**src/i2cblm_pkg.sv**
```systemverilog
// ----------------------------------------------------------------------------
// i2cblm_pkg
// Shared types and constants for the bit-level I2C master.
// ----------------------------------------------------------------------------
`default_nettype none

package i2cblm_pkg;

  // Command codes carried on func
  localparam logic [2:0] FN_START = 3'd0;
  localparam logic [2:0] FN_STOP  = 3'd1;
  localparam logic [2:0] FN_SEND  = 3'd2;
  localparam logic [2:0] FN_WAIT  = 3'd3;
  localparam logic [2:0] FN_READ  = 3'd4;

  localparam logic [7:0] ACK_TIMEOUT_RESET = 8'd250;
  localparam logic [7:0] WAIT_COUNT_MAX    = 8'hFF;
  localparam logic [3:0] BITS_PER_BYTE     = 4'd8;

  // One tick's worth of command and sampled bus input
  typedef struct packed {
    logic       sda_in;
    logic       cmd_valid;
    logic [2:0] func;
    logic [7:0] tx_byte;
    logic       send_ack;
  } tick_t;

  // Line levels and status reported for one tick
  typedef struct packed {
    logic       scl_level;
    logic       sda_level;
    logic       busy_res;
    logic       done_res;
    logic [7:0] rx_byte;
    logic       ack_fail;
  } res_t;

endpackage

`default_nettype wire

```
**src/i2cblm_seq.sv**
```systemverilog
// ----------------------------------------------------------------------------
// i2cblm_seq
// Bus sequencer: advances one segment per accepted tick and forms the result.
// ----------------------------------------------------------------------------
`default_nettype none

module i2cblm_seq (
  input  wire logic                clk,
  input  wire logic                rst,
  input  wire logic                cfg_wr_en,
  input  wire logic [7:0]          cfg_wr_data,
  input  wire logic                tick_en,
  input  wire i2cblm_pkg::tick_t   tick,
  output i2cblm_pkg::res_t         res
);
  import i2cblm_pkg::*;

  typedef enum logic [3:0] {
    PH_IDLE, PH_ST1, PH_SP1, PH_SP2, PH_TO1, PH_TO2, PH_WA,
    PH_TXH, PH_TXL, PH_TXE, PH_RXL, PH_RXS, PH_RXA, PH_RXE
  } phase_t;

  phase_t     phase, phase_next;
  logic [3:0] bit_count, bit_count_next;
  logic [7:0] shift_reg, shift_reg_next;
  logic [7:0] wait_count, wait_count_next;
  logic       scl_reg, scl_reg_next;
  logic       sda_reg, sda_reg_next;
  logic       ack_choice, ack_choice_next;
  logic       fail_flag, fail_flag_next;
  logic [7:0] rx_hold, rx_hold_next;
  logic [7:0] ack_timeout;
  logic       done;

  // Acknowledge sample: base count is cleared when the wait command is taken
  logic [7:0] wc_base, wc_inc;
  logic       ack_low, ack_expired;
  logic       in_wait;

  assign in_wait     = (phase == PH_WA);
  assign wc_base     = in_wait ? wait_count : 8'd0;
  assign wc_inc      = (wc_base < WAIT_COUNT_MAX) ? wc_base + 8'd1 : wc_base;
  assign ack_low     = !tick.sda_in;
  assign ack_expired = (wc_inc > ack_timeout);

  always_comb begin
    phase_next      = phase;
    bit_count_next  = bit_count;
    shift_reg_next  = shift_reg;
    wait_count_next = wait_count;
    scl_reg_next    = scl_reg;
    sda_reg_next    = sda_reg;
    ack_choice_next = ack_choice;
    fail_flag_next  = fail_flag;
    rx_hold_next    = rx_hold;
    done            = 1'b0;

    unique case (phase)
      PH_IDLE: begin
        if (tick.cmd_valid) begin
          unique case (tick.func)
            FN_START: begin
              scl_reg_next = 1'b1;
              sda_reg_next = 1'b1;
              phase_next   = PH_ST1;
            end
            FN_STOP: begin
              scl_reg_next = 1'b1;
              phase_next   = PH_SP1;
            end
            FN_SEND: begin
              scl_reg_next   = 1'b0;
              shift_reg_next = tick.tx_byte;
              bit_count_next = 4'd0;
              phase_next     = PH_TXH;
            end
            FN_WAIT: begin
              fail_flag_next = 1'b0;
              sda_reg_next   = 1'b1;
              if (ack_low) begin
                wait_count_next = 8'd0;
                scl_reg_next    = 1'b0;
                done            = 1'b1;
              end else begin
                wait_count_next = wc_inc;
                scl_reg_next    = 1'b1;
                phase_next      = ack_expired ? PH_TO1 : PH_WA;
              end
            end
            FN_READ: begin
              sda_reg_next    = 1'b1;
              ack_choice_next = tick.send_ack;
              shift_reg_next  = 8'd0;
              bit_count_next  = 4'd0;
              phase_next      = PH_RXL;
            end
            default: ;  // unknown command codes are ignored
          endcase
        end
      end
      PH_ST1: begin
        sda_reg_next = 1'b0;
        phase_next   = PH_IDLE;
        done         = 1'b1;
      end
      PH_SP1: begin
        sda_reg_next = 1'b0;
        phase_next   = PH_SP2;
      end
      PH_SP2: begin
        sda_reg_next = 1'b1;
        phase_next   = PH_IDLE;
        done         = 1'b1;
      end
      PH_TO1: begin
        sda_reg_next = 1'b0;
        phase_next   = PH_TO2;
      end
      PH_TO2: begin
        sda_reg_next   = 1'b1;
        fail_flag_next = 1'b1;
        phase_next     = PH_IDLE;
        done           = 1'b1;
      end
      PH_WA: begin
        if (ack_low) begin
          scl_reg_next = 1'b0;
          phase_next   = PH_IDLE;
          done         = 1'b1;
        end else begin
          wait_count_next = wc_inc;
          if (ack_expired) begin
            scl_reg_next = 1'b1;
            phase_next   = PH_TO1;
          end
        end
      end
      PH_TXH: begin
        sda_reg_next   = shift_reg[7];
        shift_reg_next = {shift_reg[6:0], 1'b0};
        scl_reg_next   = 1'b1;
        phase_next     = PH_TXL;
      end
      PH_TXL: begin
        scl_reg_next   = 1'b0;
        bit_count_next = bit_count + 4'd1;
        phase_next     = (bit_count_next >= BITS_PER_BYTE) ? PH_TXE : PH_TXH;
      end
      PH_TXE: begin
        phase_next = PH_IDLE;
        done       = 1'b1;
      end
      PH_RXL: begin
        scl_reg_next = 1'b0;
        phase_next   = PH_RXS;
      end
      PH_RXS: begin
        shift_reg_next = {shift_reg[6:0], tick.sda_in};
        scl_reg_next   = 1'b0;
        bit_count_next = bit_count + 4'd1;
        phase_next     = (bit_count_next >= BITS_PER_BYTE) ? PH_RXA : PH_RXS;
      end
      PH_RXA: begin
        sda_reg_next = !ack_choice;
        scl_reg_next = 1'b1;
        phase_next   = PH_RXE;
      end
      PH_RXE: begin
        scl_reg_next = 1'b0;
        rx_hold_next = shift_reg;
        phase_next   = PH_IDLE;
        done         = 1'b1;
      end
      default: phase_next = PH_IDLE;
    endcase
  end

  always_comb begin
    res.scl_level = scl_reg_next;
    res.sda_level = sda_reg_next;
    res.busy_res  = (phase_next != PH_IDLE);
    res.done_res  = done;
    res.rx_byte   = rx_hold_next;
    res.ack_fail  = fail_flag_next;
  end

  always_ff @(posedge clk) begin
    if (rst) begin
      phase       <= PH_IDLE;
      bit_count   <= 4'd0;
      shift_reg   <= 8'd0;
      wait_count  <= 8'd0;
      scl_reg     <= 1'b1;
      sda_reg     <= 1'b1;
      ack_choice  <= 1'b0;
      fail_flag   <= 1'b0;
      rx_hold     <= 8'd0;
      ack_timeout <= ACK_TIMEOUT_RESET;
    end else begin
      if (cfg_wr_en) begin
        ack_timeout <= cfg_wr_data;
      end
      if (tick_en) begin
        phase      <= phase_next;
        bit_count  <= bit_count_next;
        shift_reg  <= shift_reg_next;
        wait_count <= wait_count_next;
        scl_reg    <= scl_reg_next;
        sda_reg    <= sda_reg_next;
        ack_choice <= ack_choice_next;
        fail_flag  <= fail_flag_next;
        rx_hold    <= rx_hold_next;
      end
    end
  end

endmodule

`default_nettype wire

```
**src/i2cblm_skid.sv**
```systemverilog
// ----------------------------------------------------------------------------
// i2cblm_skid
// Result register with a skid stage; ready toward the sequencer is registered.
// ----------------------------------------------------------------------------
`default_nettype none

module i2cblm_skid (
  input  wire logic              clk,
  input  wire logic              rst,
  input  wire logic              in_valid,
  output logic                   in_ready,
  input  wire i2cblm_pkg::res_t  in_data,
  output logic                   out_valid,
  input  wire logic              out_ready,
  output i2cblm_pkg::res_t       out_data
);
  import i2cblm_pkg::*;

  logic main_valid;
  logic skid_valid;
  res_t main_data;
  res_t skid_data;
  logic in_fire;
  logic main_free;

  assign in_ready  = !skid_valid;
  assign in_fire   = in_valid && in_ready;
  assign main_free = !main_valid || out_ready;
  assign out_valid = main_valid;
  assign out_data  = main_data;

  always_ff @(posedge clk) begin
    if (rst) begin
      main_valid <= 1'b0;
      skid_valid <= 1'b0;
    end else if (main_free) begin
      main_valid <= skid_valid || in_fire;
      skid_valid <= 1'b0;
    end else if (in_fire) begin
      skid_valid <= 1'b1;
    end
  end

  // payload registers, no reset
  always_ff @(posedge clk) begin
    if (main_free) begin
      main_data <= skid_valid ? skid_data : in_data;
    end else if (in_fire) begin
      skid_data <= in_data;
    end
  end

endmodule

`default_nettype wire

```
**src/i2c_bit_level_master.sv**
```systemverilog
// ----------------------------------------------------------------------------
// i2c_bit_level_master
// Bit-level I2C master sequencer stepped one bus delay tick per transaction.
// ----------------------------------------------------------------------------
// Usage:
//   Each input transaction (in_valid/in_ready) is one bus delay tick: the
//   sampled data line plus, when the sequencer is idle, an optional command
//   (start, stop, send byte, wait acknowledge, read byte). Each tick yields
//   exactly one output transaction (out_valid/out_ready) with the driven
//   clock and data levels, busy, done, the last received byte and the
//   acknowledge failure flag.
//   Each result is registered in the result buffer when its tick is taken.
//   Throughput: one tick per cycle while in_ready is high; the sequencer
//   advances in a single pass of next-state logic when the tick is taken.
//   The user must write ack_timeout through cfg_wr_en/cfg_wr_data while no
//   tick is in flight (the block does not enforce it); it resets to 250.
//   Reset: sequencer idle, both lines released, flags cleared, no result
//   pending.
//   Output stall: a two-entry result buffer absorbs one extra tick; in_ready
//   drops only when both entries are full.
// ----------------------------------------------------------------------------
`default_nettype none

module i2c_bit_level_master (
  input  wire logic       clk,
  input  wire logic       rst,
  input  wire logic       cfg_wr_en,
  input  wire logic [7:0] cfg_wr_data,
  input  wire logic       in_valid,
  output logic            in_ready,
  input  wire logic       sda_in,
  input  wire logic       cmd_valid,
  input  wire logic [2:0] func,
  input  wire logic [7:0] tx_byte,
  input  wire logic       send_ack,
  output logic            out_valid,
  input  wire logic       out_ready,
  output logic            scl_level,
  output logic            sda_level,
  output logic            busy_res,
  output logic            done_res,
  output logic [7:0]      rx_byte,
  output logic            ack_fail
);
  import i2cblm_pkg::*;

  tick_t tick;
  res_t  step_res;
  res_t  out_res;
  logic  tick_en;

  assign tick.sda_in    = sda_in;
  assign tick.cmd_valid = cmd_valid;
  assign tick.func      = func;
  assign tick.tx_byte   = tx_byte;
  assign tick.send_ack  = send_ack;

  assign tick_en = in_valid && in_ready;

  i2cblm_seq u_seq (
    .clk         (clk),
    .rst         (rst),
    .cfg_wr_en   (cfg_wr_en),
    .cfg_wr_data (cfg_wr_data),
    .tick_en     (tick_en),
    .tick        (tick),
    .res         (step_res)
  );

  i2cblm_skid u_skid (
    .clk       (clk),
    .rst       (rst),
    .in_valid  (in_valid),
    .in_ready  (in_ready),
    .in_data   (step_res),
    .out_valid (out_valid),
    .out_ready (out_ready),
    .out_data  (out_res)
  );

  assign scl_level = out_res.scl_level;
  assign sda_level = out_res.sda_level;
  assign busy_res  = out_res.busy_res;
  assign done_res  = out_res.done_res;
  assign rx_byte   = out_res.rx_byte;
  assign ack_fail  = out_res.ack_fail;

endmodule

`default_nettype wire

```
**config.mk**
```make
export PLATFORM = sky130hd
export DESIGN_NAME = i2c_bit_level_master
export DESIGN_NICKNAME = d
export VERILOG_FILES = /design/src/i2cblm_pkg.sv /design/src/i2cblm_seq.sv /design/src/i2cblm_skid.sv /design/src/i2c_bit_level_master.sv
export SDC_FILE = /design/constraint.sdc
export NUM_CORES = 1
export LEC_CHECK = 0
export ABC_AREA = 1
export BUFFER_PORTS_ARGS = -buffer_cell sky130_fd_sc_hd__buf_2
export CORE_ASPECT_RATIO = 1.4
export CORE_MARGIN = 4
export CORE_UTILIZATION = 25
export DETAILED_ROUTE_END_ITERATION = 6
export GPL_TIMING_DRIVEN = 0
export HOLD_SLACK_MARGIN = 0.1
export PLACE_DENSITY_LB_ADDON = 0.05
export SLEW_MARGIN = 10
export SYNTH_ARGS = -nofsm -noshare
export SYNTH_HDL_FRONTEND = slang
export SYNTH_SLANG_ARGS = --single-unit
```
**constraint.sdc**
```tcl
create_clock -name clk -period 4.1 [get_ports clk]
set_input_delay 0.205 -clock clk [delete_from_list [all_inputs] [get_ports clk]]
set_output_delay 0.205 -clock clk [all_outputs]
set_load 0.005 [all_outputs]
```
==> metrics.txt <==
# TYPE chip_impl_metric gauge
chip_impl_info{name="run_status",value="finished, final reports clean"} 1
chip_impl_metric{name="avgViaCountPerCell",unit=""} 4.46
chip_impl_metric{name="setup_ws",unit="ns"} 0.598
chip_impl_info{name="worstSetupStartpointType",value="flip-flop"} 1
chip_impl_info{name="synth_area_leader_cell",value="sky130_fd_sc_hd__dfxtp_1"} 1
chip_impl_metric{name="setup_viol",unit=""} 0
chip_impl_metric{name="start_util",unit="%"} 25.5
chip_impl_metric{name="finalWorstPathRequiredPeriod",unit="ns"} 3.50
chip_impl_metric{name="global_route_wire_length_before_repair",unit="mm"} 17.5
chip_impl_metric{name="vdd.ir_drop.worst",unit="mV"} 0.162
chip_impl_metric{name="hold_depth",unit=""} 3
chip_impl_info{name="timing.rr.start",value="u_seq.phase[2]"} 1
chip_impl_metric{name="postLayoutCellArea",unit="sq mm"} 0.00462
chip_impl_metric{name="postCtsResizedCells",unit=""} 0
chip_impl_metric{name="core-area",unit="sq mm"} 0.0150
chip_impl_info{name="reg2reg_to",value="u_skid.out_data[10]"} 1
chip_impl_metric{name="number_of_flops_mapped_to_enable_cells_by_yosys",unit=""} 26
chip_impl_metric{name="cp.arrival",unit="ns"} 3.60
chip_impl_metric{name="clk_pin_slew_worst_paths",unit="ns"} 0.07
chip_impl_metric{name="postCtsSetupBuffers",unit=""} 0
chip_impl_metric{name="crit_buf_inv",unit=""} 2
chip_impl_metric{name="syn2layout_area_growth",unit="%"} 21.1
chip_impl_metric{name="boundaryPins",unit=""} 42
chip_impl_metric{name="vertical_die_dimension",unit="um"} 154
chip_impl_metric{name="drtPass1Iterations",unit=""} 4
chip_impl_metric{name="post_synth_inst_count",unit=""} 506
chip_impl_metric{name="grt_usage",unit="%"} 13.0
chip_impl_metric{name="ys_seq_elements",unit=""} 72
chip_impl_info{name="min_path_type",value="in -> reg"} 1
chip_impl_metric{name="drive_gt1_share",unit="%"} 16.7
chip_impl_metric{name="globalplace.congestion",unit=""} 0.785
chip_impl_metric{name="dp_worst_setup_slack",unit="ns"} 0.557
chip_impl_metric{name="powerDensity",unit="mW/mm^2"} 399
chip_impl_metric{name="synth-async-reset-ratio",unit="%"} 0
chip_impl_metric{name="p_leak",unit="nW"} 2.09
chip_impl_metric{name="worst_r2r_path_depth",unit=""} 25
chip_impl_metric{name="antenna_left",unit=""} 0
chip_impl_metric{name="die_w",unit="um"} 112
chip_impl_metric{name="use_met2",unit="%"} 24.0
chip_impl_info{name="tritoncts",value="built"} 1
chip_impl_metric{name="regToRegSetupSlack",unit="ns"} 0.60
chip_impl_metric{name="max-clock-path-buffers",unit=""} 2
chip_impl_metric{name="rows",unit=""} 53
chip_impl_metric{name="cp.required",unit="ns"} 4.19
chip_impl_metric{name="yosys.cell_types.count",unit=""} 40
chip_impl_metric{name="gr-usage-met1",unit="%"} 14.5
chip_impl_metric{name="nNetsFinal",unit=""} 602
chip_impl_metric{name="tns",unit="ns"} 0
chip_impl_metric{name="max_cap_viol_count",unit=""} 0
chip_impl_metric{name="numPlacedInstances",unit=""} 739
chip_impl_info{name="cpMaxStageDelayCell",value="sky130_fd_sc_hd__dfxtp_1"} 1
chip_impl_metric{name="h_tree_depth_reported_by_cts",unit=""} 3
chip_impl_info{name="clock_tree.root_cell",value="sky130_fd_sc_hd__clkbuf_16"} 1
chip_impl_metric{name="syn_warnings",unit=""} 0
chip_impl_info{name="end_kind",value="flip-flop"} 1
chip_impl_metric{name="postCtsHoldBufs",unit=""} 7
chip_impl_info{name="timing_worst_setup_path_type",value="reg -> reg"} 1
chip_impl_metric{name="postRouteWirelength",unit="mm"} 11.0
chip_impl_metric{name="slew_viol_final",unit=""} 0
chip_impl_metric{name="critical_path_peak_fanout",unit=""} 10
chip_impl_metric{name="detail_route.drc_violations",unit=""} 0
chip_impl_metric{name="antenna_found_initial",unit=""} 1
chip_impl_info{name="hold_start",value="send_ack"} 1
chip_impl_metric{name="power",unit="mW"} 1.85
chip_impl_metric{name="worst_slew_pin_slew",unit="ns"} 1.13
chip_impl_info{name="worst_min_delay_path_endpoint",value="u_seq.ack_choice"} 1
chip_impl_metric{name="fin_worst_skew",unit="ns"} 0.00702
chip_impl_metric{name="tritoncts.num_buffers",unit=""} 9
chip_impl_metric{name="place_hpwl",unit="mm"} 8.41
chip_impl_metric{name="finish.cell_count_without_fillers",unit=""} 762
chip_impl_metric{name="final_min_period_over_clock_period",unit="%"} 85.4
chip_impl_metric{name="design.die.area",unit="sq mm"} 0.0173
chip_impl_info{name="cp_common_cell",value="sky130_fd_sc_hd__nand2_1"} 1
chip_impl_metric{name="layout.filler_cells",unit=""} 1682
chip_impl_metric{name="syn-mean-instance-area",unit="sq um"} 7.55
chip_impl_metric{name="clock_latency",unit="ns"} 0.34
chip_impl_metric{name="timing.fmax",unit="MHz"} 286
chip_impl_metric{name="synth_fp_nets",unit=""} 543
chip_impl_metric{name="timing.max_slew.rel_slack",unit="%"} 24.5
chip_impl_metric{name="global_route.overflow_total",unit=""} 0
chip_impl_metric{name="placedInstanceArea",unit="sq mm"} 0.00427
chip_impl_info{name="ys.flop_type",value="sky130_fd_sc_hd__dfxtp_1"} 1
chip_impl_metric{name="max_stage_delay_on_crit_path",unit="ns"} 0.31
chip_impl_metric{name="port_buffers",unit=""} 41
chip_impl_metric{name="wire_per_inst",unit="um"} 14.4
chip_impl_metric{name="cts_sinks",unit=""} 72
chip_impl_info{name="synth.area.top_cells",value="sky130_fd_sc_hd__dfxtp_1 24%, sky130_fd_sc_hd__edfxtp_1 20%, sky130_fd_sc_hd__nand2_1 12%, sky130_fd_sc_hd__a21oi_1 6.9%, sky130_fd_sc_hd__inv_1 6.4%"} 1
chip_impl_metric{name="dr_vias",unit=""} 3401
chip_impl_info{name="rsz0062_at_grt",value="false"} 1
chip_impl_info{name="grt_busiest_layer",value="met2"} 1
chip_impl_metric{name="post_synth_instance_area",unit="sq mm"} 0.00382
chip_impl_info{name="cpLargestDelayFamily",value="simple AND/OR/NAND/NOR gates"} 1
chip_impl_metric{name="netlist.area_leader.share",unit="%"} 24.1
chip_impl_metric{name="grt_max_degree",unit=""} 17
chip_impl_metric{name="ys_seq_area_share",unit="%"} 44.5
chip_impl_metric{name="antenna-diode-count",unit=""} 0
chip_impl_metric{name="grt_pass1_vias",unit=""} 3361
chip_impl_metric{name="grt_use_met3",unit="%"} 2.47
chip_impl_metric{name="detailedRoute.firstIterationViolations",unit=""} 152
chip_impl_metric{name="timing_hold_violations_final",unit=""} 0
-- metrics by stage --
stage	hold slack [ns]	utilization [%]
after floorplan	0.327	-
after global placement	0.416	28.5
after detailed placement	0.420	28.5
after CTS	0.135	30.9
after global routing	0.148	30.9
final	0.144	30.9
-- kinds of logic after synthesis --
family,Yosys count,synth area share [%]
DFF,72,44.5
buffers and inverters,87,9.04
and+or+nand+nor,216,25.3
xor gates and xnor gates,8,1.83
adders and majority gates,10,3.28
AOI/OAI and AO/OA,113,16.0
-- power by group --
part,total (mW),switching [mW],internal [mW]
Combinational,0.263,0.173,0.0895
Sequential,0.812,0.0160,0.796
Clock,0.772,0.348,0.424
Total,1.85,0.537,1.31
-- cell usage after synthesis, types with 3 or more instances --
cell                       instances
sky130_fd_sc_hd__xor2_1            4
sky130_fd_sc_hd__nor2_1           50
sky130_fd_sc_hd__a21oi_1          53
sky130_fd_sc_hd__ha_1             10
sky130_fd_sc_hd__nor3_2            3
sky130_fd_sc_hd__nand4_1           5
sky130_fd_sc_hd__nand2_2           3
sky130_fd_sc_hd__xnor2_1           4
sky130_fd_sc_hd__dfxtp_1          46
sky130_fd_sc_hd__edfxtp_1         26
sky130_fd_sc_hd__clkbuf_1          7
sky130_fd_sc_hd__inv_2             7
sky130_fd_sc_hd__nand3_1           9
sky130_fd_sc_hd__o21ai_1           6
sky130_fd_sc_hd__inv_1            65
sky130_fd_sc_hd__o21ai_0          40
sky130_fd_sc_hd__nand2_1         125
sky130_fd_sc_hd__buf_2             3
sky130_fd_sc_hd__nor2_2           10
sky130_fd_sc_hd__a31oi_1           3
-- worst max path at each step --
stage | to | cells after the start | from
6_report | u_skid.out_data[10] | 25 | u_seq.phase[2]
5_1_grt | u_skid.out_data[10] | 25 | u_seq.phase[2]
4_1_cts | u_skid.out_data[10] | 25 | u_seq.phase[2]
3_5_place_dp | u_skid.out_data[10] | 25 | u_seq.phase[2]
3_3_place_gp | u_skid.out_data[10] | 25 | u_seq.phase[1]
2_1_floorplan | u_skid.out_data[10] | 25 | u_seq.phase[2]
-- layout by cell type, fill, tap and decap left out, drive strengths merged, types with 10 or more instances in the layout --
cell type / instances
buf: 49
edfxtp: 26
inv: 76
a21oi: 54
dfxtp: 46
nand3: 10
ha: 10
o21ai: 47
nand2: 129
clkbuf: 16
nor2: 61
-- worst reg2reg max path, cell delays in order (launching register included) --
cell                      delay (ns)
sky130_fd_sc_hd__dfxtp_1        0.31
sky130_fd_sc_hd__buf_4          0.16
sky130_fd_sc_hd__nand4_4        0.25
sky130_fd_sc_hd__nor2_1         0.26
sky130_fd_sc_hd__ha_1           0.25
sky130_fd_sc_hd__nand2_1        0.08
sky130_fd_sc_hd__nor2_2         0.20
sky130_fd_sc_hd__nand4_4        0.20
sky130_fd_sc_hd__o21ai_1        0.20
sky130_fd_sc_hd__inv_2          0.05
sky130_fd_sc_hd__ha_1           0.29
sky130_fd_sc_hd__nand2_1        0.05
sky130_fd_sc_hd__nand2_1        0.05
sky130_fd_sc_hd__nand2_1        0.05
sky130_fd_sc_hd__nand2_1        0.05
sky130_fd_sc_hd__nand2_1        0.04
sky130_fd_sc_hd__nand2_1        0.06
sky130_fd_sc_hd__nand2_1        0.10
sky130_fd_sc_hd__nand2_1        0.08
sky130_fd_sc_hd__nand2_1        0.05
sky130_fd_sc_hd__nand2_1        0.05
sky130_fd_sc_hd__nand2_1        0.05
sky130_fd_sc_hd__nand2_1        0.07
sky130_fd_sc_hd__nand3_1        0.16
sky130_fd_sc_hd__nand2_1        0.10
sky130_fd_sc_hd__nand2_1        0.06
-- area by class of cell --
type | instances | area [sq um] | share of cell area, %
Timing Repair Buffer | 48 | 275 | 5.95
Multi-Input combinational cell | 347 | 1770 | 38.3
Sequential cell | 72 | 1700 | 36.8
Inverter | 72 | 270 | 5.84
Tap cell | 192 | 240 | 5.19
Clock inverter | 7 | 63.8 | 1.38
Buffer | 15 | 75.1 | 1.62
Clock buffer | 9 | 225 | 4.87
-- per-layer routing --
layer,share of wire (%),vias to the layer above
li1,-,1757
met3,2.9,15
met5,0.064,-
met2,53,49
met1,42,1578
met4,2.2,2
Power figures use the tool's default switching activity.
